File: config.mk
export PLATFORM = sky130hd
export DESIGN_NAME = config_statement_condenser
export DESIGN_NICKNAME = d
export VERILOG_FILES = /design/src/csc_pkg.sv /design/src/csc_in_stage.sv /design/src/csc_scan.sv /design/src/csc_out_buf.sv /design/src/config_statement_condenser.sv
export SDC_FILE = /design/constraint.sdc
export NUM_CORES = 1
export LEC_CHECK = 0
export ABC_CLOCK_PERIOD_IN_PS = 7300
export BUFFER_PORTS_ARGS = -buffer_cell sky130_fd_sc_hd__clkbuf_2
export CORE_MARGIN = 8
export CORE_UTILIZATION = 60
export DETAILED_ROUTE_END_ITERATION = 10
export HOLD_SLACK_MARGIN = 0.1
export PLACE_DENSITY = 0.81
export SLEW_MARGIN = 10
export SYNTH_ARGS = -nofsm -noshare
export SYNTH_HDL_FRONTEND = slang
export SYNTH_HIERARCHICAL = 1
export SYNTH_SLANG_ARGS = --single-unit
File: constraint.sdc
create_clock -name clk -period 7.3 [get_ports clk]
set_input_delay 1.46 -clock clk [delete_from_list [all_inputs] [get_ports clk]]
set_output_delay 1.46 -clock clk [all_outputs]
set_load 0.02 [all_outputs]
File: src/csc_pkg.sv
package csc_pkg;

    // Field widths
    localparam int BYTE_W      = 8;
    localparam int CFG_W       = 13;
    localparam int STMT_LEN_W  = 12;
    localparam int LINE_W      = 32;
    localparam int OUT_FIELD_W = BYTE_W + STMT_LEN_W + LINE_W;
    localparam int OUT_TDATA_W = ((OUT_FIELD_W + 7) / 8) * 8;

    // Largest buffer length the register can carry
    localparam int CFG_MAX     = (1 << CFG_W) - 1;
    localparam int CFG_RESET   = 1024;

    // Characters with a meaning of their own
    localparam logic [BYTE_W-1:0] CHAR_HASH   = 8'h23;
    localparam logic [BYTE_W-1:0] CHAR_BSLASH = 8'h5C;
    localparam logic [BYTE_W-1:0] CHAR_LF     = 8'h0A;
    localparam logic [BYTE_W-1:0] CHAR_SPACE  = 8'h20;
    localparam logic [BYTE_W-1:0] CHAR_TAB    = 8'h09;

    typedef enum logic [3:0] {
        MODE_NORMAL  = 4'b0001,
        MODE_COMMENT = 4'b0010,
        MODE_BLANK   = 4'b0100,
        MODE_ESCAPE  = 4'b1000
    } mode_t;

    typedef struct packed {
        logic [BYTE_W-1:0] next_byte;
        logic              end_of_input;
    } item_t;

    typedef struct packed {
        logic [BYTE_W-1:0]     out_byte;
        logic                  is_last;
        logic [STMT_LEN_W-1:0] statement_length;
        logic [LINE_W-1:0]     line_count;
        logic                  input_ended;
    } res_t;

endpackage

File: src/csc_in_stage.sv
module csc_in_stage (
    input  logic           clk,
    input  logic           rst_n,
    input  logic           s_valid,
    output logic           s_ready,
    input  csc_pkg::item_t s_item,
    input  logic           take,
    output logic           item_valid,
    output csc_pkg::item_t item
);
    import csc_pkg::*;

    logic  valid_reg;
    logic  valid_next;
    item_t item_reg;

    // Accept a new beat when nothing is held or the held one moves on this cycle
    assign s_ready    = !valid_reg || take;
    assign valid_next = s_ready ? s_valid : valid_reg;

    always_ff @(posedge clk or negedge rst_n)
    begin
        if (!rst_n)
        begin
            valid_reg <= 1'b0;
        end
        else
        begin
            valid_reg <= valid_next;
        end
    end

    // Hold the payload until it is consumed
    always_ff @(posedge clk)
    begin
        if (s_ready && s_valid)
        begin
            item_reg <= s_item;
        end
    end

    assign item_valid = valid_reg;
    assign item       = item_reg;

endmodule

File: src/csc_scan.sv
module csc_scan #(
    parameter int MAX_BUFFER = 4096
) (
    input  logic                          clk,
    input  logic                          rst_n,
    input  logic                          cfg_wr_en,
    input  logic [csc_pkg::CFG_W-1:0]     cfg_wr_data,
    input  logic                          step,
    input  csc_pkg::item_t                item,
    output logic                          emit,
    output csc_pkg::res_t                 res
);
    import csc_pkg::*;

    localparam int CAP_INT  = (MAX_BUFFER > CFG_MAX) ? CFG_MAX : MAX_BUFFER;
    localparam int KEEP_W   = $clog2(CAP_INT);
    localparam int RST_SIZE = (CFG_RESET > CAP_INT) ? CAP_INT : CFG_RESET;
    localparam logic [CFG_W-1:0]  CAP       = CFG_W'(CAP_INT);
    localparam logic [KEEP_W-1:0] RST_LIMIT = KEEP_W'(RST_SIZE - 1);

    mode_t              mode_reg;
    mode_t              mode_next;
    logic [KEEP_W-1:0]  kept_reg;
    logic [KEEP_W-1:0]  kept_next;
    logic [LINE_W-1:0]  lines_reg;
    logic [LINE_W-1:0]  lines_next;
    logic [KEEP_W-1:0]  limit_reg;
    logic [KEEP_W-1:0]  limit_next;
    logic [CFG_W-1:0]   cfg_size;

    logic [BYTE_W-1:0]  c;
    logic               blank;
    logic               room;
    logic               run_normal;

    // Turn the buffer length into the highest kept count once, at write time
    always_comb
    begin
        cfg_size   = (cfg_wr_data > CAP) ? CAP : cfg_wr_data;
        limit_next = limit_reg;
        if (cfg_wr_en)
        begin
            limit_next = (cfg_size == '0) ? '0 : KEEP_W'(cfg_size - 1'b1);
        end
    end

    assign c     = item.next_byte;
    assign blank = (c == CHAR_SPACE) || (c == CHAR_TAB);
    assign room  = kept_reg < limit_reg;

    // Mode update and result forming for one byte
    always_comb
    begin
        mode_next  = mode_reg;
        kept_next  = kept_reg;
        lines_next = lines_reg;
        emit       = 1'b0;
        res        = '0;
        run_normal = 1'b0;

        if (item.end_of_input)
        begin
            emit                 = 1'b1;
            res.is_last          = 1'b1;
            res.statement_length = STMT_LEN_W'(kept_reg);
            res.line_count       = lines_reg;
            res.input_ended      = 1'b1;
            kept_next            = '0;
            mode_next            = MODE_NORMAL;
        end
        else
        begin
            unique case (mode_reg)
                MODE_COMMENT:
                begin
                    run_normal = (c == CHAR_LF);
                end
                MODE_BLANK:
                begin
                    run_normal = !blank;
                end
                MODE_ESCAPE:
                begin
                    mode_next = MODE_NORMAL;
                    if (c == CHAR_LF)
                    begin
                        lines_next = lines_reg + 1'b1;
                    end
                    else
                    begin
                        run_normal = 1'b1;
                    end
                end
                default:
                begin
                    run_normal = 1'b1;
                end
            endcase

            // Plain handling of a byte outside any pending mode
            if (run_normal)
            begin
                mode_next = MODE_NORMAL;
                if (c == CHAR_HASH)
                begin
                    mode_next = MODE_COMMENT;
                end
                else if (blank)
                begin
                    if (kept_reg != '0)
                    begin
                        mode_next = MODE_BLANK;
                        if (room)
                        begin
                            kept_next    = kept_reg + 1'b1;
                            emit         = 1'b1;
                            res.out_byte = CHAR_SPACE;
                        end
                    end
                end
                else if (c == CHAR_BSLASH)
                begin
                    mode_next = MODE_ESCAPE;
                end
                else if (c == CHAR_LF)
                begin
                    lines_next = lines_reg + 1'b1;
                    if (kept_reg != '0)
                    begin
                        emit                 = 1'b1;
                        res.is_last          = 1'b1;
                        res.statement_length = STMT_LEN_W'(kept_reg);
                        res.line_count       = lines_reg + 1'b1;
                        kept_next            = '0;
                    end
                end
                else if (room)
                begin
                    kept_next    = kept_reg + 1'b1;
                    emit         = 1'b1;
                    res.out_byte = c;
                end
            end
        end
    end

    always_ff @(posedge clk or negedge rst_n)
    begin
        if (!rst_n)
        begin
            mode_reg  <= MODE_NORMAL;
            kept_reg  <= '0;
            lines_reg <= '0;
            limit_reg <= RST_LIMIT;
        end
        else
        begin
            limit_reg <= limit_next;
            if (step)
            begin
                mode_reg  <= mode_next;
                kept_reg  <= kept_next;
                lines_reg <= lines_next;
            end
        end
    end

endmodule

File: src/csc_out_buf.sv
module csc_out_buf (
    input  logic          clk,
    input  logic          rst_n,
    input  logic          push,
    input  csc_pkg::res_t push_res,
    output logic          space,
    output logic          m_valid,
    input  logic          m_ready,
    output csc_pkg::res_t m_res
);
    import csc_pkg::*;

    logic out_valid_reg;
    logic out_valid_next;
    logic skid_valid_reg;
    logic skid_valid_next;
    res_t out_res_reg;
    res_t skid_res_reg;
    logic pop;
    logic load_out;
    logic load_skid;
    logic out_from_skid;

    assign pop   = out_valid_reg && m_ready;
    assign space = !skid_valid_reg;

    // Steer a pushed result to the output or the skid entry; on a pop, refill the output from the skid entry
    always_comb
    begin
        out_valid_next  = out_valid_reg;
        skid_valid_next = skid_valid_reg;
        load_out        = 1'b0;
        load_skid       = 1'b0;
        out_from_skid   = 1'b0;
        if (pop)
        begin
            if (skid_valid_reg)
            begin
                out_from_skid   = 1'b1;
                load_out        = 1'b1;
                skid_valid_next = 1'b0;
            end
            else
            begin
                load_out       = push;
                out_valid_next = push;
            end
        end
        else if (push)
        begin
            if (!out_valid_reg)
            begin
                load_out       = 1'b1;
                out_valid_next = 1'b1;
            end
            else
            begin
                load_skid       = 1'b1;
                skid_valid_next = 1'b1;
            end
        end
    end

    always_ff @(posedge clk or negedge rst_n)
    begin
        if (!rst_n)
        begin
            out_valid_reg  <= 1'b0;
            skid_valid_reg <= 1'b0;
        end
        else
        begin
            out_valid_reg  <= out_valid_next;
            skid_valid_reg <= skid_valid_next;
        end
    end

    // Hold result payloads
    always_ff @(posedge clk)
    begin
        if (load_out)
        begin
            out_res_reg <= out_from_skid ? skid_res_reg : push_res;
        end
        if (load_skid)
        begin
            skid_res_reg <= push_res;
        end
    end

    assign m_valid = out_valid_reg;
    assign m_res   = out_res_reg;

endmodule

File: src/config_statement_condenser.sv
// Configuration statement condenser.
// Input stream (s_axis): one raw file byte per beat in tdata; tlast marks end
// of file, in which case tdata is ignored. Output stream (m_axis): one beat per
// kept statement character, or a tlast beat that closes a statement and
// carries its length and the running newline count; tuser flags a statement
// closed by end of file. Blank runs collapse to one space, comments and
// backslash escapes are removed, backslash-newline joins lines.
// cfg_wr_en / cfg_wr_data write buffer_length (at most buffer_length-1
// characters of a statement are kept); write it only while the block is idle.
// A result is shown on m_axis once its byte has passed the input register,
// then the result register. Throughput: one byte per cycle while the result
// buffer has room, set by the combinational mode update between the two registers.
// Reset clears mode, kept count and newline count, and sets buffer_length to
// 1024. When m_axis_tready is low, a two-entry result buffer absorbs results;
// once both entries are full, the byte held in the input register waits and
// s_axis_tready drops; it rises again the cycle after a beat is taken.
module config_statement_condenser #(
    parameter int MAX_BUFFER = 4096
) (
    input  logic                               clk,
    input  logic                               rst_n,
    input  logic                               cfg_wr_en,
    input  logic [csc_pkg::CFG_W-1:0]          cfg_wr_data,   // buffer_length
    input  logic                               s_axis_tvalid,
    output logic                               s_axis_tready,
    input  logic [csc_pkg::BYTE_W-1:0]         s_axis_tdata,  // [7:0] next_byte
    input  logic                               s_axis_tlast,  // end_of_input
    output logic                               m_axis_tvalid,
    input  logic                               m_axis_tready,
    // [7:0] out_byte, [19:8] statement_length, [51:20] line_count, rest zero
    output logic [csc_pkg::OUT_TDATA_W-1:0]    m_axis_tdata,
    output logic                               m_axis_tlast,  // is_last
    output logic                               m_axis_tuser   // input_ended
);
    import csc_pkg::*;

    item_t s_item;
    item_t item;
    logic  item_valid;
    logic  take;
    logic  space;
    logic  emit;
    res_t  res;
    res_t  m_res;

    assign s_item.next_byte    = s_axis_tdata;
    assign s_item.end_of_input = s_axis_tlast;

    // A held byte advances whenever the result buffer has room
    assign take = item_valid && space;

    csc_in_stage u_in_stage (
        .clk        (clk),
        .rst_n      (rst_n),
        .s_valid    (s_axis_tvalid),
        .s_ready    (s_axis_tready),
        .s_item     (s_item),
        .take       (take),
        .item_valid (item_valid),
        .item       (item)
    );

    csc_scan #(
        .MAX_BUFFER (MAX_BUFFER)
    ) u_scan (
        .clk         (clk),
        .rst_n       (rst_n),
        .cfg_wr_en   (cfg_wr_en),
        .cfg_wr_data (cfg_wr_data),
        .step        (take),
        .item        (item),
        .emit        (emit),
        .res         (res)
    );

    csc_out_buf u_out_buf (
        .clk      (clk),
        .rst_n    (rst_n),
        .push     (take && emit),
        .push_res (res),
        .space    (space),
        .m_valid  (m_axis_tvalid),
        .m_ready  (m_axis_tready),
        .m_res    (m_res)
    );

    // Pack the result fields onto the master beat
    assign m_axis_tdata = {{(OUT_TDATA_W - OUT_FIELD_W){1'b0}},
                           m_res.line_count, m_res.statement_length, m_res.out_byte};
    assign m_axis_tlast = m_res.is_last;
    assign m_axis_tuser = m_res.input_ended;

endmodule

Yosys cells after proc, flatten, opt, wreduce, memory -nomap -nowiden
Cells that the tools add are included.
Widths: inputs -> output; s select.
{"block": "classes", "n_addsub": 3, "magnitude_cmp": 2, "eq_ne": 13, "n_mux": 67, "bitwise_logic": 1, "n_reduce_logical": 20}
{"cell": "$mux 32", "n": 7}
{"cell": "$mux 45", "n": 4}
{"cell": "$mux 53", "n": 3}
{"cell": "$mux 12", "n": 10}
{"cell": "$mux 54", "n": 1}
{"cell": "$mux 8", "n": 5}
{"cell": "$add 32x1->32 const B", "n": 1}
{"cell": "$mux 1", "n": 27}
{"cell": "$mux 4", "n": 6}
{"cell": "$eq 8x4->1 const B", "n": 2}
{"cell": "$eq 8x6->1 const B", "n": 2}
{"cell": "$gt 13x13->1 const B", "n": 1}
{"cell": "$logic_not 13->1", "n": 1}
{"cell": "$mux 13", "n": 1}
{"cell": "$add 12x1->12 const B", "n": 1}
{"cell": "$lt 12x12->1", "n": 1}
{"cell": "$reduce_bool 12->1", "n": 1}
{"cell": "$sub 12x1->12 const B", "n": 1}
{"cell": "$eq 8x7->1 const B", "n": 1}
{"cell": "$reduce_and 2->1", "n": 4}
{"cell": "$mux 6", "n": 1}
{"cell": "$ne 3x3->1 const B", "n": 2}
{"cell": "$reduce_and 6->1", "n": 1}
{"cell": "$reduce_bool 2->1", "n": 3}
{"cell": "other kinds (12)", "n": 19}
{"block": "totals", "register_bits": 180, "input_bits": 27, "out_inout_bits": 60, "word_cells": 125}

Longest topological paths before layout
{"block": "depth", "depth_word": 11, "ltp_mapped": 13, "mapped_depth_nobuf": 11}

Modules after synthesis
The synthesis kept the hierarchy.
{"module": "csc_scan", "instances": 1, "cells_per_inst": 559, "area_each_um2": 4528.1, "seq_area_each_um2": 1515.2}
{"module": "csc_out_buf", "instances": 1, "cells_per_inst": 180, "area_each_um2": 4215.3, "seq_area_each_um2": 3293.2}
{"module": "csc_in_stage", "instances": 1, "cells_per_inst": 13, "area_each_um2": 324.1, "seq_area_each_um2": 295.3}
{"module": "config_statement_condenser", "instances": 1, "cells_per_inst": 7, "area_each_um2": 46.3, "seq_area_each_um2": 0.0}

Worst setup path before layout
No wires, ideal clock.
{"block": "synth_path", "path_kind": "flip-flop to flip-flop", "startpoint": "register u_scan.limit_reg[9]", "endpoint": "register u_out_buf.out_res_reg (netlist bit u_out_buf/m_res[0]), enable pin", "setup_ns": 0.484, "arrival_ns": 5.050, "required_time_ns": 6.816, "path_slack_ns": 1.766, "path_stages_with_launch": 14, "n_path_buf": 2, "period_less_slack_ns": 5.534, "cell_sequence": "dfstp_2 -> inv_1 -> ha_1 -> a21o_1 -> a211o_1 -> a211oi_1 -> nor2_1 -> clkbuf_1 -> clkbuf_1 -> nand2_1 -> a41o_1 -> and3_1 -> a21oi_1 -> a21oi_1"}
{"block": "synth_via", "elab_chain_len": 11, "elab_cells_between_ends": 13, "cone_classes": "order compare: 1; mux: 11; reduce/logical: 1"}
{"element": "start, declared", "line": "csc_scan.sv:27", "text": "logic [KEEP_W-1:0] limit_reg;"}
{"element": "start signal, assigned", "line": "csc_scan.sv:158", "text": "limit_reg <= limit_next;"}
{"element": "$lt 12x12->1 *", "line": "csc_scan.sv:49", "text": "assign room = kept_reg < limit_reg;"}
{"element": "$mux 1 *", "line": "csc_scan.sv:113, csc_scan.sv:137"}
{"element": "$mux 1", "line": "csc_scan.sv:125", "text": "else if (c == CHAR_LF)"}
{"element": "$mux 1", "line": "csc_scan.sv:121", "text": "else if (c == CHAR_BSLASH)"}
{"element": "$mux 1 *", "line": "csc_scan.sv:108", "text": "else if (blank)"}
{"element": "$mux 1 *", "line": "csc_scan.sv:104", "text": "if (c == CHAR_HASH)"}
{"element": "$mux 1 *", "line": "csc_scan.sv:101", "text": "if (run_normal)"}
{"element": "$mux 1 *", "line": "csc_scan.sv:61", "text": "if (item.end_of_input)"}
{"element": "named net emit", "line": "config_statement_condenser.sv:42", "text": "logic emit;"}
{"element": "$logic_and 1x1->1 *", "line": "config_statement_condenser.sv:79", "text": ".push (take && emit),"}
{"element": "$mux 1, on equally long branches", "line": "csc_out_buf.sv:49, csc_out_buf.sv:37"}
{"element": "$mux 1 *", "line": "csc_out_buf.sv:35", "text": "if (pop)"}
{"element": "named net u_out_buf.load_out", "line": "csc_out_buf.sv:20", "text": "logic load_out;"}
{"element": "end signal, assigned", "line": "csc_out_buf.sv:83", "text": "out_res_reg <= out_from_skid ? skid_res_reg : push_res;"}
{"element": "end, declared", "line": "csc_out_buf.sv:17", "text": "res_t out_res_reg;"}
The timed path passes the listed nets; every way through them passes the cells marked *.
A chain may end at the register's enable or synchronous reset.

Final worst setup path
{"block": "layout_path", "startpoint": "input cfg_wr_data[2] (netlist name)", "endpoint": "register u_scan.limit_reg[0]"}
{"block": "layout_via", "elab_chain_len": 4, "elab_cells_between_ends": 5, "cone_classes": "add/sub: 1; order compare: 1; mux: 2; reduce/logical: 1"}
{"element": "start, declared", "line": "config_statement_condenser.sv:23", "text": "input logic [csc_pkg::CFG_W-1:0] cfg_wr_data,"}
{"element": "$gt 13x13->1", "line": "csc_scan.sv:39", "text": "cfg_size = (cfg_wr_data > CAP) ? CAP : cfg_wr_data;"}
{"element": "$mux 13 *", "line": "csc_scan.sv:39"}
{"element": "$sub 12x1->12 or $logic_not 13->1 (tied branches)", "line": "csc_scan.sv:43", "text": "limit_next = (cfg_size == '0) ? '0 : KEEP_W'(cfg_size - 1'b1);"}
{"element": "$mux 12 *", "line": "csc_scan.sv:43"}
Mark *: on every way between the ends. The rest lies on a longest branch, timed or not.

==> impl_metrics.env <==
export IMPL_outcome="finished, final reports clean"
export IMPL_cts_root_buf="clkbuf_16"
export IMPL_ys_seq_elements=180
export IMPL_crit_top_cell="o21ai_1"
export IMPL_cts_buffer_depth=2
export IMPL_io_pin_count=87
export IMPL_clk_insertion_delay_late_ns=0.43
export IMPL_max_vdd_ir_drop_mv=0.153
export IMPL_dieHeight_um=139
export IMPL_max_stage_delay_ns=0.63
export IMPL_switchingPower_w=0.000413
export IMPL_start_util=0.606
export IMPL_core_mm2=0.0150
export IMPL_setup_viol=0
export IMPL_whs_ns=0.488
export IMPL_avgSynthCellArea_um2=12.0
export IMPL_hold_buffers=0
export IMPL_final_hold_viol_count=0
export IMPL_antenna_found_initial=0
export IMPL_hpwlAfterDp_um=12800
export IMPL_rsz0062_at_grt="no"
export IMPL_diodes=0
export IMPL_place_congestion=0.852
export IMPL_portBuffers=82
export IMPL_path_cells="clkbuf_2 > nor3_1 > nand4_1 > o21ai_1 > nand2_1 > ha_1 > nand4b_1 > o21ai_1 > nand2b_1 > o21ai_0"
export IMPL_synthMostInstantiatedCell="edfxtp_1"
export IMPL_tns_ns=0
export IMPL_grt_usage=0.199
export IMPL_ys_seq_area_frac=0.560
export IMPL_cp_required_ns=7.65
export IMPL_placed_area_mm2=0.00962
export IMPL_pwr_density_cell_mw_per_mm2=206
export IMPL_finalCriticalPeriod_ns=3.69
export IMPL_htreeDepth=4
export IMPL_synth_area_mm2=0.00911
export IMPL_drt_pass1_iterations=5
export IMPL_relSlewSlack=0.247
export IMPL_rows=45
export IMPL_cts_tree="done"
export IMPL_yosysTopAreaCellShare=0.386
export IMPL_fin_ws_ns=3.61
export IMPL_fill_cells=1068
export IMPL_cts_made_buffers=17
export IMPL_dp_slack_ns=3.02
export IMPL_cp_num_buf_inv=1
export IMPL_area_growth_pct=12.5
export IMPL_grt_max_degree=64
export IMPL_start_kind="primary input"
export IMPL_period_share=0.505
export IMPL_multi_input_area_mm2=0.00373
export IMPL_grt_overflow=0
export IMPL_die_area_mm2=0.0194
export IMPL_hp_class="flip-flop to flip-flop"
export IMPL_fin_skew_ns=0.0101
export IMPL_ant_nets=0
export IMPL_routedWlPerCell_um=18.7
export IMPL_clkPwrFrac=0.457
export IMPL_drt_initial_drc_count=580
export IMPL_clock_sinks=180
export IMPL_synth_edf_count=117
export IMPL_via_per_inst=6.20
export IMPL_switching_share=0.196
export IMPL_ys_warn_count=6
export IMPL_die_w_um=139
export IMPL_slew_viol_final=0
export IMPL_drt_wl_total_um=19300
export IMPL_regArea_mm2=0.00510
export IMPL_async_flop_share=0.350
export IMPL_tightest_slew_ns=1.13
export IMPL_cp_max_fo=12
export IMPL_p_comb_frac=0.025
export IMPL_synth_area_leaders="edfxtp_1 (39%), dfrtp_1 (14%), mux2_4 (8.2%)"
export IMPL_cap_violations=0
export IMPL_grt_pass1_vias=6361
export IMPL_fin_area_mm2=0.0103
export IMPL_grt_pass1_wl_um=31400
export IMPL_cpLargestDelayFamily="simple AND/OR/NAND/NOR gates"
export IMPL_seq_power_share=0.517
export IMPL_path_clk_slew_ns=0.06
export IMPL_crit_arrival_ns=4.04
export IMPL_p_leak_nw=4.23
export IMPL_max_freq_mhz=271
export IMPL_drive_gt1_frac=0.242
export IMPL_vias=6388
export IMPL_total_power_w=0.00211
export IMPL_post_cts_buffers=0
export IMPL_cp_end_kind="flip-flop"
export IMPL_synthesis_instances=759
export IMPL_ctsResizeCount=0
export IMPL_ys_top_cells_by_count="edfxtp_1 (117), nand2_1 (69), o21ai_0 (55)"
export IMPL_intPower_w=0.00170
export IMPL_crit_type="primary input to flip-flop"
export IMPL_synth_largest_area_cell="edfxtp_1"
export IMPL_nets=873
export IMPL_netlist_cell_type_count=66
export IMPL_worst_path_max_delay_cell="nor3_1"
export IMPL_synth_ff_type="edfxtp_1"
export IMPL_drc_errors=0
cells by family after synthesis:
logic type,after synthesis,synth area share
other,1,0.000411
flip-flops,180,0.560
adder cells (fa/ha/maj),16,0.0220
buffers and inverters,63,0.0336
AO/OA/AOI/OAI,155,0.107
XOR/XNOR,38,0.0365
AND/OR/NAND/NOR,252,0.153
multiplexers,54,0.0873
layout by cell type, fill, tap and decap left out, types with 5 or more instances in the layout:
cell / count
edfxtp_1: 117
clkbuf_2: 82
nand2_1: 69
o21ai_0: 54
dfrtp_1: 52
mux2_4: 50
nor2_1: 47
o31ai_1: 29
a21oi_1: 24
inv_1: 22
xnor2_1: 22
clkbuf_16: 19
nor2b_1: 18
xor2_1: 16
ha_1: 16
nand3_1: 15
and2_1: 13
and3_1: 13
nand4_1: 13
o22ai_1: 11
dfstp_2: 11
nor3_1: 10
a31oi_1: 9
or4_1: 9
buf_4: 8
nor4_1: 6
nand2b_1: 5
a21o_1: 5
final cells by class:
class,count,share of cell area
Clock buffer,21,0.0481
Timing Repair Buffer,90,0.0459
Inverter,22,0.00805
Sequential cell,180,0.498
Tap cell,188,0.0229
Multi-Input combinational cell,519,0.363
Clock inverter,11,0.0140
power groups by stage:
stage	Combinational (W)	Clock [W]	Sequential, W
floorplan	0.0000308	0	0.00111
global placement	0.0000495	0	0.00111
detailed placement	0.0000533	0	0.00111
CTS	0.0000536	0.000976	0.00109
global route	0.0000607	0.00101	0.00109
finish	0.0000533	0.000965	0.00109
per-layer routing:
metal  global-route usage  vias to the layer above  routed length (µm)
met4               0.0809                        0                 372
li1                     -                     2941                   -
met3               0.0414                       39                1260
met5                    0                        -                   0
met1                0.252                     3131                8190
met2                0.328                      277                9460
final timing paths:
kind | start | end | slack, ns | depth (start not counted)
max | cfg_wr_data[2] | u_scan/limit_reg[0] | 3.61 | 10
min | u_scan/lines_reg[31] | u_scan/lines_reg[31] | 0.49 | 1
max reg2reg | u_scan/limit_reg[9] | u_out_buf/m_res[9] | 3.70 | 13
min reg2reg | u_scan/lines_reg[31] | u_scan/lines_reg[31] | 0.49 | 1
max in group asynchronous | rst_n | u_scan/kept_reg[1] | 5.54 | 2
min in group asynchronous | rst_n | u_scan/lines_reg[20] | 1.19 | 2
metrics by stage:
stage / cells / utilization
2_1_floorplan: 762 / -
3_3_place_gp: 999 / 0.640
3_5_place_dp: 999 / 0.640
4_1_cts: 1031 / 0.682
5_1_grt: 1031 / 0.682
6_report: 1031 / 0.682
Note: power is estimated with default switching activity, not from simulation.
